<file path="config.mk">
export PLATFORM = sky130hd
export DESIGN_NAME = deque_with_search
export DESIGN_NICKNAME = d
export VERILOG_FILES = /design/src/rtl/core/dqs_pkg.sv /design/src/rtl/core/dqs_datapath.sv /design/src/rtl/core/dqs_ctrl.sv /design/src/rtl/core/deque_with_search.sv
export SDC_FILE = /design/constraint.sdc
export NUM_CORES = 1
export LEC_CHECK = 0
export BUFFER_PORTS_ARGS = -buffer_cell sky130_fd_sc_hd__buf_2
export CORE_MARGIN = 2
export CORE_UTILIZATION = 50
export CTS_CLUSTER_SIZE = 16
export DETAILED_ROUTE_END_ITERATION = 8
export HOLD_SLACK_MARGIN = 0.1
export PLACE_DENSITY_LB_ADDON = 0.3
export SYNTH_ARGS = -nofsm -noshare
export SYNTH_HDL_FRONTEND = slang
export SYNTH_SLANG_ARGS = --single-unit
export TNS_END_PERCENT = 50
</file>
<file path="constraint.sdc">
create_clock -name i_clk -period 6.3 [get_ports i_clk]
set_clock_uncertainty 0.2 [all_clocks]
set_input_delay 1.26 -clock i_clk [delete_from_list [all_inputs] [get_ports i_clk]]
set_output_delay 1.26 -clock i_clk [all_outputs]
set_load 0.01 [all_outputs]
</file>
<file path="src/rtl/core/dqs_pkg.sv">
`timescale 1ns / 1ps
// ----------------------------------------------------------------------------
// dqs_pkg
// Shared constants, codes and controller/datapath link types for the
// double-ended queue with linear search.
// ----------------------------------------------------------------------------
package dqs_pkg;

    localparam int DEPTH_DEF = 16;

    localparam int OP_W  = 3;
    localparam int VAL_W = 32;
    localparam int ST_W  = 2;
    localparam int POS_W = 5;

    localparam logic [OP_W-1:0] OP_PUSH_FRONT = 3'd0;
    localparam logic [OP_W-1:0] OP_PUSH_BACK  = 3'd1;
    localparam logic [OP_W-1:0] OP_POP_FRONT  = 3'd2;
    localparam logic [OP_W-1:0] OP_POP_BACK   = 3'd3;
    localparam logic [OP_W-1:0] OP_SEARCH     = 3'd4;

    localparam logic [ST_W-1:0] ST_OK        = 2'd0;
    localparam logic [ST_W-1:0] ST_EMPTY     = 2'd1;
    localparam logic [ST_W-1:0] ST_FULL      = 2'd2;
    localparam logic [ST_W-1:0] ST_NOT_FOUND = 2'd3;

    typedef struct packed {
        logic            load;
        logic            push_front;
        logic            push_back;
        logic            pop_front;
        logic            pop_back;
        logic            scan;
        logic            emit;
        logic [ST_W-1:0] emit_status;
        logic            emit_removed;
        logic            emit_pos;
    } t_dp_cmd;

    typedef struct packed {
        logic [OP_W-1:0] op;
        logic            full;
        logic            empty;
        logic            hit;
        logic            exhausted;
    } t_dp_stat;

endpackage

</file>
<file path="src/rtl/core/dqs_datapath.sv">
`timescale 1ns / 1ps
// ----------------------------------------------------------------------------
// dqs_datapath
// Ring store, front index, entry count, scan pipeline and result registers.
// ----------------------------------------------------------------------------
module dqs_datapath #(
    parameter int DEPTH = dqs_pkg::DEPTH_DEF
) (
    input  logic                              i_clk,
    input  logic                              i_rst_n,
    input  dqs_pkg::t_dp_cmd                  i_cmd,
    output dqs_pkg::t_dp_stat                 o_stat,
    input  logic [dqs_pkg::OP_W-1:0]          i_opcode,
    input  logic signed [dqs_pkg::VAL_W-1:0]  i_value,
    output logic                              o_strobe,
    output logic [dqs_pkg::ST_W-1:0]          o_status,
    output logic signed [dqs_pkg::VAL_W-1:0]  o_removed_value,
    output logic [dqs_pkg::POS_W-1:0]         o_found_position
);

    localparam int IDX_W = (DEPTH > 1) ? $clog2(DEPTH) : 1;
    localparam int CNT_W = $clog2(DEPTH + 1);
    localparam int SUM_W = IDX_W + 1;

    logic signed [dqs_pkg::VAL_W-1:0] mem [DEPTH];
    logic signed [dqs_pkg::VAL_W-1:0] r_rdata;
    logic signed [dqs_pkg::VAL_W-1:0] r_val;
    logic [dqs_pkg::OP_W-1:0]         r_op;

    logic [IDX_W-1:0] r_head, n_head;
    logic [IDX_W-1:0] r_ptr;
    logic [IDX_W-1:0] r_cmp_k;
    logic [CNT_W-1:0] r_count, n_count;
    logic [CNT_W-1:0] r_issue;
    logic             r_cmp_vld;

    logic [IDX_W-1:0] head_inc, head_dec, ptr_inc, tail_next, tail_last;
    logic [IDX_W-1:0] wr_addr, rd_addr;
    logic [SUM_W-1:0] sum_next, sum_last;
    logic             issue_ok, rd_en, wr_en;
    logic [dqs_pkg::POS_W-1:0] pos;

    logic                             r_strobe;
    logic [dqs_pkg::ST_W-1:0]         r_status;
    logic signed [dqs_pkg::VAL_W-1:0] r_removed;
    logic [dqs_pkg::POS_W-1:0]        r_pos;

    always_comb begin
        head_inc = (r_head == IDX_W'(DEPTH - 1)) ? '0 : r_head + 1'b1;
        head_dec = (r_head == '0) ? IDX_W'(DEPTH - 1) : r_head - 1'b1;
        ptr_inc  = (r_ptr == IDX_W'(DEPTH - 1)) ? '0 : r_ptr + 1'b1;
        sum_next = SUM_W'(r_head) + SUM_W'(r_count);
        sum_last = sum_next - SUM_W'(1);
        tail_next = (sum_next >= SUM_W'(DEPTH)) ? IDX_W'(sum_next - SUM_W'(DEPTH))
                                                : IDX_W'(sum_next);
        tail_last = (sum_last >= SUM_W'(DEPTH)) ? IDX_W'(sum_last - SUM_W'(DEPTH))
                                                : IDX_W'(sum_last);
        issue_ok = (r_issue != r_count);
        wr_en    = i_cmd.push_front | i_cmd.push_back;
        wr_addr  = i_cmd.push_front ? head_dec : tail_next;
        rd_en    = i_cmd.pop_front | i_cmd.pop_back | (i_cmd.scan & issue_ok);
        if (i_cmd.pop_front) begin
            rd_addr = r_head;
        end else if (i_cmd.pop_back) begin
            rd_addr = tail_last;
        end else begin
            rd_addr = r_ptr;
        end
        pos = dqs_pkg::POS_W'(r_cmp_k) + dqs_pkg::POS_W'(1);
    end

    always_comb begin
        n_head  = r_head;
        n_count = r_count;
        if (i_cmd.push_front) begin
            n_head  = head_dec;
            n_count = r_count + 1'b1;
        end else if (i_cmd.push_back) begin
            n_count = r_count + 1'b1;
        end else if (i_cmd.pop_front) begin
            n_head  = head_inc;
            n_count = r_count - 1'b1;
        end else if (i_cmd.pop_back) begin
            n_count = r_count - 1'b1;
        end
    end

    always_ff @(posedge i_clk) begin
        if (wr_en) begin
            mem[wr_addr] <= r_val;
        end
        if (rd_en) begin
            r_rdata <= mem[rd_addr];
        end
    end

    always_ff @(posedge i_clk) begin
        if (!i_rst_n) begin
            r_head    <= '0;
            r_count   <= '0;
            r_issue   <= '0;
            r_cmp_vld <= 1'b0;
            r_strobe  <= 1'b0;
        end else begin
            r_head   <= n_head;
            r_count  <= n_count;
            r_strobe <= i_cmd.emit;
            if (i_cmd.load) begin
                r_issue   <= '0;
                r_cmp_vld <= 1'b0;
            end else if (i_cmd.scan) begin
                r_cmp_vld <= issue_ok;
                if (issue_ok) begin
                    r_issue <= r_issue + 1'b1;
                end
            end
        end
    end

    always_ff @(posedge i_clk) begin
        if (i_cmd.load) begin
            r_op  <= i_opcode;
            r_val <= i_value;
            r_ptr <= r_head;
        end else if (i_cmd.scan && issue_ok) begin
            r_ptr   <= ptr_inc;
            r_cmp_k <= r_issue[IDX_W-1:0];
        end
        if (i_cmd.emit) begin
            r_status  <= i_cmd.emit_status;
            r_removed <= i_cmd.emit_removed ? r_rdata : '0;
            r_pos     <= i_cmd.emit_pos ? pos : '0;
        end
    end

    assign o_stat.op        = r_op;
    assign o_stat.full      = (r_count == CNT_W'(DEPTH));
    assign o_stat.empty     = (r_count == '0);
    assign o_stat.hit       = r_cmp_vld && (r_rdata == r_val);
    assign o_stat.exhausted = !issue_ok && !r_cmp_vld;

    assign o_strobe         = r_strobe;
    assign o_status         = r_status;
    assign o_removed_value  = r_removed;
    assign o_found_position = r_pos;

endmodule

</file>
<file path="src/rtl/core/dqs_ctrl.sv">
`timescale 1ns / 1ps
// ----------------------------------------------------------------------------
// dqs_ctrl
// Controller state machine: decodes each command and sequences the pop read
// and the search scan in the datapath.
// ----------------------------------------------------------------------------
module dqs_ctrl (
    input  logic               i_clk,
    input  logic               i_rst_n,
    input  logic               i_start,
    output logic               o_busy,
    input  dqs_pkg::t_dp_stat  i_stat,
    output dqs_pkg::t_dp_cmd   o_cmd
);

    localparam logic [1:0] S_IDLE = 2'd0;
    localparam logic [1:0] S_EXEC = 2'd1;
    localparam logic [1:0] S_POP  = 2'd2;
    localparam logic [1:0] S_SCAN = 2'd3;

    logic [1:0]       r_state, n_state;
    dqs_pkg::t_dp_cmd cmd;

    always_comb begin
        n_state = r_state;
        cmd     = '0;
        unique case (r_state)
            S_IDLE: begin
                if (i_start) begin
                    cmd.load = 1'b1;
                    n_state  = S_EXEC;
                end
            end
            S_EXEC: begin
                n_state = S_IDLE;
                unique case (i_stat.op)
                    dqs_pkg::OP_PUSH_FRONT, dqs_pkg::OP_PUSH_BACK: begin
                        cmd.emit = 1'b1;
                        if (i_stat.full) begin
                            cmd.emit_status = dqs_pkg::ST_FULL;
                        end else begin
                            cmd.emit_status = dqs_pkg::ST_OK;
                            cmd.push_front  = (i_stat.op == dqs_pkg::OP_PUSH_FRONT);
                            cmd.push_back   = (i_stat.op == dqs_pkg::OP_PUSH_BACK);
                        end
                    end
                    dqs_pkg::OP_POP_FRONT, dqs_pkg::OP_POP_BACK: begin
                        if (i_stat.empty) begin
                            cmd.emit        = 1'b1;
                            cmd.emit_status = dqs_pkg::ST_EMPTY;
                        end else begin
                            cmd.pop_front = (i_stat.op == dqs_pkg::OP_POP_FRONT);
                            cmd.pop_back  = (i_stat.op == dqs_pkg::OP_POP_BACK);
                            n_state       = S_POP;
                        end
                    end
                    dqs_pkg::OP_SEARCH: begin
                        n_state = S_SCAN;
                    end
                    default: begin
                        cmd.emit        = 1'b1;
                        cmd.emit_status = dqs_pkg::ST_OK;
                    end
                endcase
            end
            S_POP: begin
                cmd.emit         = 1'b1;
                cmd.emit_status  = dqs_pkg::ST_OK;
                cmd.emit_removed = 1'b1;
                n_state          = S_IDLE;
            end
            S_SCAN: begin
                cmd.scan = 1'b1;
                priority if (i_stat.hit) begin
                    cmd.emit        = 1'b1;
                    cmd.emit_status = dqs_pkg::ST_OK;
                    cmd.emit_pos    = 1'b1;
                    n_state         = S_IDLE;
                end else if (i_stat.exhausted) begin
                    cmd.emit        = 1'b1;
                    cmd.emit_status = dqs_pkg::ST_NOT_FOUND;
                    n_state         = S_IDLE;
                end else begin
                    n_state = S_SCAN;
                end
            end
            default: begin
                n_state = S_IDLE;
            end
        endcase
    end

    always_ff @(posedge i_clk) begin
        if (!i_rst_n) begin
            r_state <= S_IDLE;
        end else begin
            r_state <= n_state;
        end
    end

    assign o_cmd  = cmd;
    assign o_busy = (r_state != S_IDLE) || !i_rst_n;

endmodule

</file>
<file path="src/rtl/core/deque_with_search.sv">
`timescale 1ns / 1ps
// ----------------------------------------------------------------------------
// deque_with_search
// Bounded double-ended queue of signed 32-bit values with a linear search.
// ----------------------------------------------------------------------------
// A command is transferred at a rising edge where start is high and busy is
// low; i_opcode selects push front, push back, pop front, pop back or search
// and i_value carries the value to push or the key to look for.
// Every command gives exactly one result, shown on o_status, o_removed_value
// and o_found_position for a single cycle while o_strobe is high. The
// receiver cannot stall, so each result must be taken in that cycle.
// Pushes, empty pops and unused opcodes emit their result from the execute
// state; a pop that returns a value first reads the ring store and emits
// from the pop state, and a search scans the live entries from the front,
// emitting at the first match or once all are compared. The search reads
// one entry per cycle through the single registered read port of the ring
// store.
// Busy falls in the cycle that the strobe is shown, so the next command can
// be transferred then. Synchronous reset empties the queue and returns the
// controller to idle; busy stays high while reset is asserted. The store
// contents need no clearing since only live entries are ever read.
// ----------------------------------------------------------------------------
module deque_with_search #(
    parameter int DEPTH = dqs_pkg::DEPTH_DEF
) (
    input  logic                              i_clk,
    input  logic                              i_rst_n,
    input  logic                              start,
    output logic                              busy,
    input  logic [dqs_pkg::OP_W-1:0]          i_opcode,
    input  logic signed [dqs_pkg::VAL_W-1:0]  i_value,
    output logic                              o_strobe,
    output logic [dqs_pkg::ST_W-1:0]          o_status,
    output logic signed [dqs_pkg::VAL_W-1:0]  o_removed_value,
    output logic [dqs_pkg::POS_W-1:0]         o_found_position
);

    dqs_pkg::t_dp_cmd  cmd;
    dqs_pkg::t_dp_stat stat;

    dqs_ctrl u_ctrl (
        .i_clk   (i_clk),
        .i_rst_n (i_rst_n),
        .i_start (start),
        .o_busy  (busy),
        .i_stat  (stat),
        .o_cmd   (cmd)
    );

    dqs_datapath #(
        .DEPTH (DEPTH)
    ) u_datapath (
        .i_clk            (i_clk),
        .i_rst_n          (i_rst_n),
        .i_cmd            (cmd),
        .o_stat           (stat),
        .i_opcode         (i_opcode),
        .i_value          (i_value),
        .o_strobe         (o_strobe),
        .o_status         (o_status),
        .o_removed_value  (o_removed_value),
        .o_found_position (o_found_position)
    );

    // A transferred command always makes the block busy in the next cycle.
    a_busy_after_start: assert property (
        @(posedge i_clk) disable iff (!i_rst_n) (start && !busy) |=> busy
    ) else $error("busy did not rise after a command transfer");

    // A result only follows a cycle in which a command was in progress.
    a_strobe_from_busy: assert property (
        @(posedge i_clk) disable iff (!i_rst_n) o_strobe |-> $past(busy)
    ) else $error("result strobe without a command in progress");

    // Two results can never come in consecutive cycles.
    a_strobe_single: assert property (
        @(posedge i_clk) disable iff (!i_rst_n) o_strobe |=> !o_strobe
    ) else $error("result strobe held for more than one cycle");

endmodule

</file>
## After elaboration in Yosys (flattened, before gate mapping)

Memory sizes are Yosys's and may differ from the RTL's. A register that Yosys moved wholly into a read port is not among the register bits.
Index checks and enable logic that the tools add are counted.
W data, S select, Z words.

| operators by class | value |
|---|---|
| multiplexer cells | 42 |
| equal/unequal tests | 14 |
| magnitude comparators | 2 |
| bitwise gates (word level) | 6 |
| $add $sub $neg | 11 |
| reductions and logical operators | 21 |

Operator list:

| kind | number |
|---|---|
| $mux W4 | 14 |
| $eq A32 B32 Y1 | 1 |
| $mux W5 | 4 |
| $mux W2 | 9 |
| $pmux W3 S3 | 2 |
| $sub A4 B1 Y4 const B | 3 |
| $add A5 B1 Y5 const B | 2 |
| $ge A5 B5 Y1 const B | 2 |
| $sub A5 B1 Y5 const B | 2 |
| $mux W3 | 3 |
| $add A4 B1 Y4 const B | 2 |
| $eq A4 B4 Y1 const B | 2 |
| $mux W1 | 8 |
| $pmux W2 S4 | 1 |
| $eq A3 B2 Y1 const B | 2 |
| $reduce_and A2 Y1 | 3 |
| $reduce_bool A2 Y1 | 3 |
| $reduce_or A2 Y1 | 3 |
| $add A4 B1 Y5 const B | 1 |
| $add A4 B5 Y5 | 1 |
| $eq A5 B5 Y1 const B | 1 |
| $logic_not A5 Y1 | 1 |
| $ne A5 B5 Y1 | 1 |
| $eq A2 B2 Y1 const B | 2 |
| other kinds (16) | 23 |

| storage, ports and cells | value |
|---|---|
| memory bits (writable) | 512 |
| memories | 1 |
| register bits after elaboration | 100 |
| output and inout port bits | 41 |
| bits of input ports | 38 |
| word-level logic and storage cells | 110 |

Memories:

| memory | words | bits a word | read ports | clocked after memory_dff | write ports | line | RTL |
|---|---|---|---|---|---|---|---|
| u_datapath.mem | 16 | 32 | 1 | 1 | 1 | dqs_datapath.sv:25 | `logic signed [dqs_pkg::VAL_W-1:0] mem [DEPTH];` |

## Depth between registers and ports, before layout

| logic depth | value |
|---|---|
| word-level depth | 8 |
| mapped depth | 12 |
| gate-level depth less buffers | 10 |

## Modules after synthesis

Synthesis repeated with hierarchy kept, for this count alone.

| second synthesis, totals | value |
|---|---|
| cells, all modules | 2,146 |
| area, all modules | 30,170.2 um^2 |

Modules (own cells, without submodules):

| module | cells an instance | seq. area each (um^2) | area an instance (um^2) | times used |
|---|---|---|---|---|
| dqs_datapath | 2,113 | 19,118.3 | 29,925.0 | 1 |
| dqs_ctrl | 33 | 40.0 | 245.2 | 1 |

## Worst setup path before layout

OpenSTA, ideal clock, no wires.

| timing | value |
|---|---|
| path kind | reg2reg |
| from | register u_ctrl.r_state[0] |
| to | memory u_datapath.mem[7][0] (netlist bit) (enable) |
| data arrival time | 4,265 ps |
| setup time | 468 ps |
| clock period less this slack | 4,933 ps |
| buffers on the path | 2 |
| path slack | 1,367 ps |
| cell stages (with the launch flop) | 8 |
| required time | 5,632 ps |
| cell sequence | dfxtp_1 > clkbuf_1 > nor4b_2 > nand2b_1 > nor2_1 > mux2i_1 > clkbuf_1 > nor3b_1 |

| on the way | value |
|---|---|
| cells in the longest elaborated chain, start to end | 5 |
| elaborated cells on any way between the ends | 6 |
| those cells by class | 1 x eq/ne; 4 x mux; 1 x bitwise |

RTL lines:

| item | line | RTL |
|---|---|---|
| start: declaration | dqs_ctrl.sv:21 | `logic [1:0] r_state, n_state;` |
| start signal: assignment | dqs_ctrl.sv:97 | `r_state <= n_state;` |
| $eq A2 B1 Y1 (*) | dqs_ctrl.sv:27 | `unique case (r_state)` |
| $mux W4 (*) | dqs_ctrl.sv:27 |  |
| $or A1 B1 Y1 | dqs_datapath.sv:59 | `wr_en = i_cmd.push_front \| i_cmd.push_back;` |
| $mux W1 | dqs_datapath.sv:89 | `if (wr_en) begin` |
| $mux W1 (implied by the code) | dqs_datapath.sv:90 | `mem[wr_addr] <= r_val;` |
| end: declaration | dqs_datapath.sv:25 |  |

Every way passes the cells marked *; elsewhere a longest branch is shown, timed or not.

## Worst setup path after layout

| timing | value |
|---|---|
| from | register u_datapath.r_count[1] |
| to | memory u_datapath.mem[0][17] (netlist bit) (enable) |

| on the way | value |
|---|---|
| cells in the longest elaborated chain, start to end | 7 |
| elaborated cells on any way between the ends | 12 |
| those cells by class | 2 x add/sub; 1 x order compare; 1 x eq/ne; 7 x mux; 1 x bitwise |

RTL lines:

| item | line | RTL |
|---|---|---|
| start: declaration | dqs_datapath.sv:33 | `logic [CNT_W-1:0] r_count, n_count;` |
| start signal: assignment | dqs_datapath.sv:106 | `r_count <= n_count;` |
| branches (longest 7 deep; another with $add A4 B5 Y5) | -- |  |

Several ways; the timed one is not identified.

==> run summary <==
run status: complete, no violations
endpoint type of the worst setup path: register
antenna-violating nets left: 0
vias in the first global route: 14.8k
Placed Cells incl. Taps: 2309
wire length of the first global-routing pass: 94.1 mm
routability congestion estimate from global placement: 0.839
Cell Count, Final, Fillers Out: 2420
chain of cells forming the critical path: inv_1 > ha_1 > nor4bb_1 > nand2b_1 > nor2_1 > mux2i_1 > nand2_1 > nor2_4 > buf_4
FF-to-FF setup slack: 1.48 ns
effective utilization at floorplan: 50.6%
maximum level of the CTS H-tree: 3
Worst Reg-to-Reg Cells: 9
Hold Path Stages: 2
end point of the most critical hold path: u_datapath.r_issue[4]
Crit Path Class: register to register
die extent in y: 232 um
internal power: 7.15 mW
core area: 51400 um^2
via count: 15.1k
power density over cell area: 315 nW/um^2
quantity of gates resized following cts: 0
Switching Share: 22.3%
clock period minus final worst setup slack: 4.82 ns
count of clock tree sinks: 644
Die ar.: 53800 um^2
cts-stage hold buffer count: 0
router iterations before antenna repair: 5
setup-violating endpoint count in the final report: 0
average vias per placed instance: 6.23
HPWL Detailed: 33.8 mm
post-DR wirelength/cell: 26.1 um
x dimension of the die: 232 um
Post-synth ARST share: 0%
Post-Synthesis Cell Area: 26000 um^2
synthesized area divided by synthesized cell count: 16.0 um^2
launch point of the worst hold path: u_datapath.r_issue[4]
power spent charging and discharging nets: 2.05 mW
required time reported for the critical path endpoint: 6.35 ns
largest net degree at the start of global routing: 167
ratio of final minimum period to clock period: 76.5%
signed area change from the synthesized netlist to the final layout: 12.5%
final hold vios: 0
WL final: 63.3 mm
Std-Cell Rows: 83
synthesized net count: 1680
Detailed Route Iter0 Violations: 1681
post-synthesis instance total: 1629
#FFs+latches synth: 644
Relative slew margins: 14.1%
sequential area share after synthesis: 73.7%
Slowest cell on crit path: sky130_fd_sc_hd__mux2i_1
buffers added on ports: 78
TritonCTS clock tree: built
number of nets in the layout: 1749
Inserted Clock Buffers: 67
All-Layer GR Usage: 23.6%
CTS root buffer: sky130_fd_sc_hd__clkbuf_16
count of flip-flops with a built-in enable after synthesis: 626
reg-to-reg critical path startpoint: u_datapath.r_count[1]
part of the power in the clock network: 40.2%
clock insertion delay at the later pin of the skew report: 0.61 ns
I/O pin total: 79
part of the total power dissipated in sequential elements: 52.7%
Largest stage delay, worst path: 0.96 ns
most common cell after layout, fill and taps aside: sky130_fd_sc_hd__edfxtp_1
setup repair after global routing missed its margin: false
register clock-pin slew on the reported worst setup and hold paths: 0.05 ns
Hold Crit Class: register to register
YS warnings: 0
initial antenna violation count: 1
family with the most delay on the worst path: simple AND/OR/NAND/NOR gates
number of antenna repair diodes: 0
Overflow after GRT: 0
critical path launch point type: register
Arr. time, crit path: 4.87 ns
DRC violation count after routing: 0
buffer depth of the longest clock path: 3
Reg2Reg Capture Point: u_datapath.mem[0][17]
most frequent cells in the layout: 626 x sky130_fd_sc_hd__edfxtp_1, 195 x sky130_fd_sc_hd__a211oi_1, 194 x sky130_fd_sc_hd__and3_1
maximum clock frequency: 207 MHz
maximum capacitance violations: 0
most common flop cell mapped by yosys: sky130_fd_sc_hd__edfxtp_1
transition time at the pin with the least slew margin: 1.28 ns
fraction of layout cells with a size suffix above 1: 13.5%
total count of max-transition violations in the final report: 0
number of distinct library cells after synthesis: 58
total buffers and inverters traversed by the critical path: 2
largest fanout of any net on the critical path: 19
total power of the final layout: 9.21 mW
number of post-CTS setup repair buffers: 0
Static Leakage: 10.0 nW
combinational group share of total power: 7.1%
Max rail drop VDD: 0.198 mV
setup TNS after final layout: 0 ns
## cells in the mapped netlist, types with 10 or more instances
master	instances	area share, %
sky130_fd_sc_hd__nor4_1	69	1.7
sky130_fd_sc_hd__a21oi_1	17	0.33
sky130_fd_sc_hd__buf_2	50	0.96
sky130_fd_sc_hd__mux2i_1	97	3.7
sky130_fd_sc_hd__nor3b_1	10	0.29
sky130_fd_sc_hd__ha_1	12	0.58
sky130_fd_sc_hd__nor2_1	36	0.52
sky130_fd_sc_hd__o22a_1	31	1.0
sky130_fd_sc_hd__and3_1	194	4.7
sky130_fd_sc_hd__nand2_1	22	0.32
sky130_fd_sc_hd__xor2_1	27	0.91
sky130_fd_sc_hd__a211oi_1	195	5.6
sky130_fd_sc_hd__xnor2_1	25	0.84
sky130_fd_sc_hd__and2_1	34	0.82
sky130_fd_sc_hd__clkbuf_1	61	0.88
sky130_fd_sc_hd__edfxtp_1	626	72
sky130_fd_sc_hd__inv_1	11	0.16
sky130_fd_sc_hd__dfxtp_1	18	1.4
## kinds of logic after synthesis
kind of cell | Yosys count | synth area share (%)
flip-flops | 644 | 73.7
AO/OA/AOI/OAI | 284 | 8.22
AND/OR/NAND/NOR | 403 | 9.34
multiplexers | 99 | 3.82
adder cells (fa/ha/maj) | 13 | 0.655
XOR/XNOR | 54 | 1.93
buffers and inverters | 132 | 2.33
## tightest hold or removal path, cell delays in order (launching register included)
cell,delay [ns]
sky130_fd_sc_hd__dfxtp_1,0.36
sky130_fd_sc_hd__xor2_1,0.08
sky130_fd_sc_hd__nor2_1,0.07
## layout make-up
class | count | area [um^2]
Timing Repair Buffer | 119 | 761
Tap cell | 680 | 851
Inverter | 13 | 48.8
Clock buffer | 90 | 1820
Fill cell | 3951 | 22200
Clock inverter | 21 | 205
Sequential cell | 644 | 19200
Multi-Input combinational cell | 853 | 6400
## worst max-delay path by stage
| stage | from | endpoint | slack (ns) | cells after the start |
|---|---|---|---|---|
| floorplan | u_ctrl.r_state[0] | u_datapath.mem[7][0] | 1.37 | 7 |
| global placement | u_datapath.r_head[0] | u_datapath.r_rdata[7] | 1.79 | 11 |
| detailed placement | u_datapath.r_count[1] | u_datapath.mem[0][24] | 1.61 | 9 |
| CTS | u_datapath.r_count[1] | u_datapath.mem[0][19] | 1.54 | 9 |
| global route | u_ctrl.r_state[0] | u_datapath.mem[1][28] | 1.20 | 7 |
| finish | u_datapath.r_count[1] | u_datapath.mem[0][17] | 1.48 | 9 |
## sequential cells by signal, indices dropped and copies added, names as in the netlist, 4 cells and up
signal / count
u_datapath.mem: 512
u_datapath.o_found_position: 5
u_datapath.r_val: 32
u_datapath.r_head: 4
u_datapath.r_ptr: 4
u_datapath.o_removed_value: 32
u_datapath.r_issue: 5
u_datapath.r_count: 5
u_datapath.r_cmp_k: 4
u_datapath.r_rdata: 32
## power by group through the flow
stage / logic (mW) / clock network [mW] / registers (mW)
after floorplan: 0.448 / 0 / 4.91
after global placement: 0.641 / 0 / 4.93
after detailed placement: 0.650 / 0 / 4.94
after CTS: 0.654 / 3.74 / 4.85
after global routing: 0.702 / 3.90 / 4.86
final: 0.654 / 3.70 / 4.85
## metrics by stage
step	area [um^2]	utilization (%)	hold slack (ns)	worst slack, ns
6_report	29200	56.9	0.345	1.48
5_1_grt	29200	56.9	0.360	1.20
4_1_cts	29200	56.9	0.339	1.54
3_5_place_dp	27200	52.9	0.331	1.61
3_3_place_gp	27200	52.9	0.326	1.79
2_1_floorplan	26000	-	0.286	1.37
## metal layers
layer  part of all wire [%]  GRT usage, %
met2                     47          37.1
met4                    2.4          8.09
met1                     43          33.3
met5                      0             0
met3                    7.5          4.47
No activity file was read; power rests on OpenSTA's default activity.
